==> config.mk <==
export PLATFORM = sky130hd
export DESIGN_NAME = mwo_mul
export DESIGN_NICKNAME = d
export VERILOG_FILES = /design/src/sv/mwo_mul.sv
export SDC_FILE = /design/constraint.sdc
export NUM_CORES = 2
export LEC_CHECK = 0
export ABC_AREA = 1
export ABC_CLOCK_PERIOD_IN_PS = 7100
export BUFFER_PORTS_ARGS = -buffer_cell sky130_fd_sc_hd__buf_2
export CAP_MARGIN = 0
export CORE_MARGIN = 2
export CORE_UTILIZATION = 25
export DETAILED_ROUTE_END_ITERATION = 10
export PLACE_DENSITY = 0.4
export SLEW_MARGIN = 0
export SYNTH_ARGS = -nofsm -noshare
export SYNTH_HDL_FRONTEND = slang
export SYNTH_SLANG_ARGS = --single-unit
==> constraint.sdc <==
create_clock -name clk -period 7.1 [get_ports clk]
set_clock_uncertainty 0.05 [all_clocks]
set_input_delay 1.42 -clock clk [delete_from_list [all_inputs] [get_ports clk]]
set_output_delay 1.42 -clock clk [all_outputs]
set_load 0.02 [all_outputs]
==> src/sv/mwo_mul.sv <==
// Shared signed multiplier with a registered product.
// Depends on nothing but the clock.
module mwo_mul (
	input  logic               clk,
	input  logic signed [32:0] a,
	input  logic signed [24:0] b,
	output logic signed [57:0] p_q
);

	// One product per cycle, available the cycle after the operands.
	always_ff @(posedge clk) begin
		p_q <= a * b;
	end

endmodule

# Word level (Yosys, flattened, before mapping)
# Cells that the tools add are included.
dict set report totals {
  regBits 58
  in_bits 59
  output_inout_bits 58
  wordCells 2
}
dict set report classes {
  multipliers 1
}
# op n
set ops {}
lappend ops {{multiplier 33 x 25 -> 58 bit} 1}

# Longest topological paths before layout
dict set report depth {
  word_depth 1
  depth_mapped 31
  ltp_nobuf 29
}

# Worst setup path after synthesis
# No wires, ideal clock.
dict set report synth_timing {
  path_kind {input-to-reg}
  from {in a[32]}
  to {reg p_q[57]}
  setup_ns 0.113
  arrival_time_ns 7.416
  required_time_ns 6.937
  setup_slack_ns -0.480
  path_stages 23
  n_path_buf 2
  path_cell_list {clkbuf_1 -> clkbuf_1 -> nand2_1 -> inv_1 -> fa_1 -> fa_1 -> inv_1 -> fa_1 -> inv_1 -> fa_1 -> fa_1 -> fa_1 -> fa_1 -> ha_1 -> nand2_1 -> nor2_1 -> nand2_1 -> nor4_1 -> nand2_1 -> nand2_1 -> nor2_1 -> nand2_1 -> nand2_1}
}
dict set report synth_via {
  elab_chain_cells 1
}
# item line_no
set synth_rtl {}
lappend synth_rtl {{from (decl)} 5} ;# input logic signed [32:0] a,
lappend synth_rtl {{multiplier 33 x 25 -> 58 bit} 12} ;# p_q <= a * b;
lappend synth_rtl {{to (signal assigned)} 12}
lappend synth_rtl {{to (decl)} 7} ;# output logic signed [57:0] p_q
# Every way passes these cells.

# Worst setup path in the final report
dict set report layout_timing {
  from {in b[5]}
  to {reg p_q[51]}
}
dict set report layout_via {
  elab_chain_cells 1
}
# item line_no
set layout_rtl {}
lappend layout_rtl {{from (decl)} 6} ;# input logic signed [24:0] b,
lappend layout_rtl {{multiplier 33 x 25 -> 58 bit} 12}
# Every way passes these cells.

==> impl_results.md <==
- Status: complete, no violations
- Syn_nets: 5,273
- Top Registers: p_q x58
- Max reg flops: 58
- Hold Path Sink: p_q[0]$_DFF_P_
- Area Growth Syn to Fin: 27.2%
- Async S/R FF share, synth: 0
- # port buffers: 116
- Fin. max-slew vios: 0
- Post-route DRC: 0
- H-tree depth: 3
- First-pass GRT wire length: 169,000 um
- CTS tree: built
- Worst Setup End Kind: flip-flop
- Initial DRT Pass Iterations: 5
- Post-DP HPWL: 97,000 um
- CTS buffer count: 9
- Max Clk Rate: between 100 and 150 MHz
- Worst-Margin Slew: 437 ps
- Die Height: 364 um
- Worst rel slew slack: 0.709
- Mux contribution to synthesized area: 0
- Met1 WL: 52,300 um
- RSZ-0062 raised after global routing: yes
- Worst hold path depth: 3
- Prevailing post-synth register cell: dfxtp_1
- Largest net degree at the start of global routing: 29
- Clock tree buffer depth: 2
- Antenna-violating nets left: 0
- Gate Count Post-Synth: 4,215
- Largest area contributor in the netlist: fa_1
- CP dominant cell by count: fa_1
- Critical setup path kind: in2reg
- Post-synthesis compound-gate area fraction: 0.0138
- Sequential-to-total area share from yosys stat: 0.0358
- Overflow left after global routing: 0
- Min Tclk post-route: 6960 ps
- CP startpoint kind: input pin
- Number of nets in the layout: 5,682
- Top delay family on crit path: adder cells
- Reg clk slew, reported paths: 80 ps
- Crit path max fanout: 7
- Top-area cell type share of the netlist area: 0.520
- CP Data Required Time: 7320 ps
- Antenna violations before repair: 5
- Sink Count: 58
- Vias per cell: 4.03
- GP Congestion: 0.839
- Post-DP Area: 38,600 um^2
- Vias in the first global route: between 20,000 and 30,000
- Post-Synth XOR/XNOR Area: 0.00972
- Hold Vio Cnt, Final: 0
- Crit path buf inv count: 9
- Die extent in x: 364 um
- Most frequent cells in the layout: 1,339 x inv_1, 1,133 x nand2_1, 803 x fa_1
- Unique masters post-synth: 34
- Arr. time, crit path: 7180 ps
- Leading post-synthesis cells by cell area: fa_1 52%, inv_1 16%, nand2_1 14%
- Number of flops mapped to enable cells by yosys: 0
- Largest Register: p_q
- Synthesized flop and latch total: just under 60
- Final setup fails: 0
- Core area: 129,000 um^2
- Most common cell after layout, fill and taps aside: inv_1
- Clock root cell: clkbuf_16
- Hold Crit Class: in2reg
- Fin cells: 6,372
- Gr usage total: 0.168
- Worst slack at placement: -738 ps
- Iteration-0 DRC count of the detailed router: 1,134
- Final instance area: 41,300 um^2
- CP max stage delay: 600 ps
- Placed cell count: 6,318
- Total routed wirelength: 110,000 um
- Met3 wire length: 3350 um
- Synth Area in Adders: 0.580
- Max-Cap Viols: 0
- Ys Warns: 0
- DIE AREA: 133,000 um^2
- Mapped Avg Cell Area: 7.70 um^2
- Initial Utilization: 0.251
- Via count: around 26,000
- Boundary Pins: 117
- Uppermost layer routed: met5
- Simple-Gate Fraction of Synth Area: 0.178
- Share of cells above drive strength 1: 0.208
- Post-route setup slack: 144 ps
- Largest family of logic cells by synthesized area: adder cells
- Syn Std Cell Area: 32,400 um^2
- Wire length on met2: 51,800 um
- Fin crit share: 0.980
- Rows: 132
- Post-DR wirelength/cell: 17.2 um
- Slowest CP cell: fa_2
- Worst min-delay path startpoint: b[0]
-- worst max-delay path by stage --
| stage | start | cells past startpoint | endpoint |
|---|---|---|---|
| 6_report | b[5] | 26 | p_q[51]$_DFF_P_ |
| 2_1_floorplan | b[8] | 23 | p_q[57]$_DFF_P_ |
| 3_3_place_gp | a[20] | 23 | p_q[40]$_DFF_P_ |
| 5_1_grt | b[4] | 29 | p_q[38]$_DFF_P_ |
| 4_1_cts | b[4] | 27 | p_q[51]$_DFF_P_ |
| 3_5_place_dp | a[20] | 23 | p_q[40]$_DFF_P_ |
-- area by class of cell --
type | instances | area, um^2
fill | 14000 | 87900
multi-input combinational | 2581 | 26900
timing repair buffer | 596 | 5530
inverter | 1378 | 5180
tap | 1742 | 2180
sequential | 58 | 1160
clock buffer | 10 | 239
clock inverter | 6 | 65.1
antenna | 1 | 2.50
-- through the flow --
| stage | utilization | TNS [ps] | hold WS (ps) |
|---|---|---|---|
| after floorplan | - | 0 | 1650 |
| after global routing | 0.319 | -300 | 1440 |
| after CTS | 0.304 | -31.9 | 1380 |
| after detailed placement | 0.299 | -20710 | 1790 |
| final | 0.319 | 0 | 1390 |
| after global placement | 0.299 | -21640 | 1790 |
-- repair_timing --
action / in CTS / in global routing
hold buffers: 0 / 0
cloned: 0 / 7
setup buffers: 4 / 30
pin swaps: 14 / 161
endpoints found under the setup margin: 34 / 43
resized for setup: 95 / 406
-- cell usage after synthesis, types with 2 or more instances --
cell type,instances
inv_1,1374
nand2_1,1218
fa_1,842
clkbuf_1,194
ha_1,157
nor2_1,114
nand3_1,62
dfxtp_1,58
a21oi_1,50
xor2_1,31
nand4_1,18
o21ai_0,16
nor2_2,12
o21bai_1,11
nor3_1,10
nand2_2,8
or2_2,7
xnor2_1,5
buf_1,4
nor2_4,4
inv_2,3
nand3_2,3
nand3b_1,2
nor3_2,2
-- cell families after synthesis --
logic type	after synthesis
buffers and inverters	1576
AND/OR/NAND/NOR	1464
adder cells (fa/ha/maj)	999
AO/OA/AOI/OAI	82
flip-flops	58
XOR/XNOR	36
-- per-layer routing --
layer	track usage	vias up
met5	0	-
met4	0.0299	4
met3	0.0184	101
met2	0.279	358
met1	0.237	12900
li1	-	12300
Power is not shown: default switching activity piles up to over one toggle a cycle in this logic, so the estimate is an artifact.
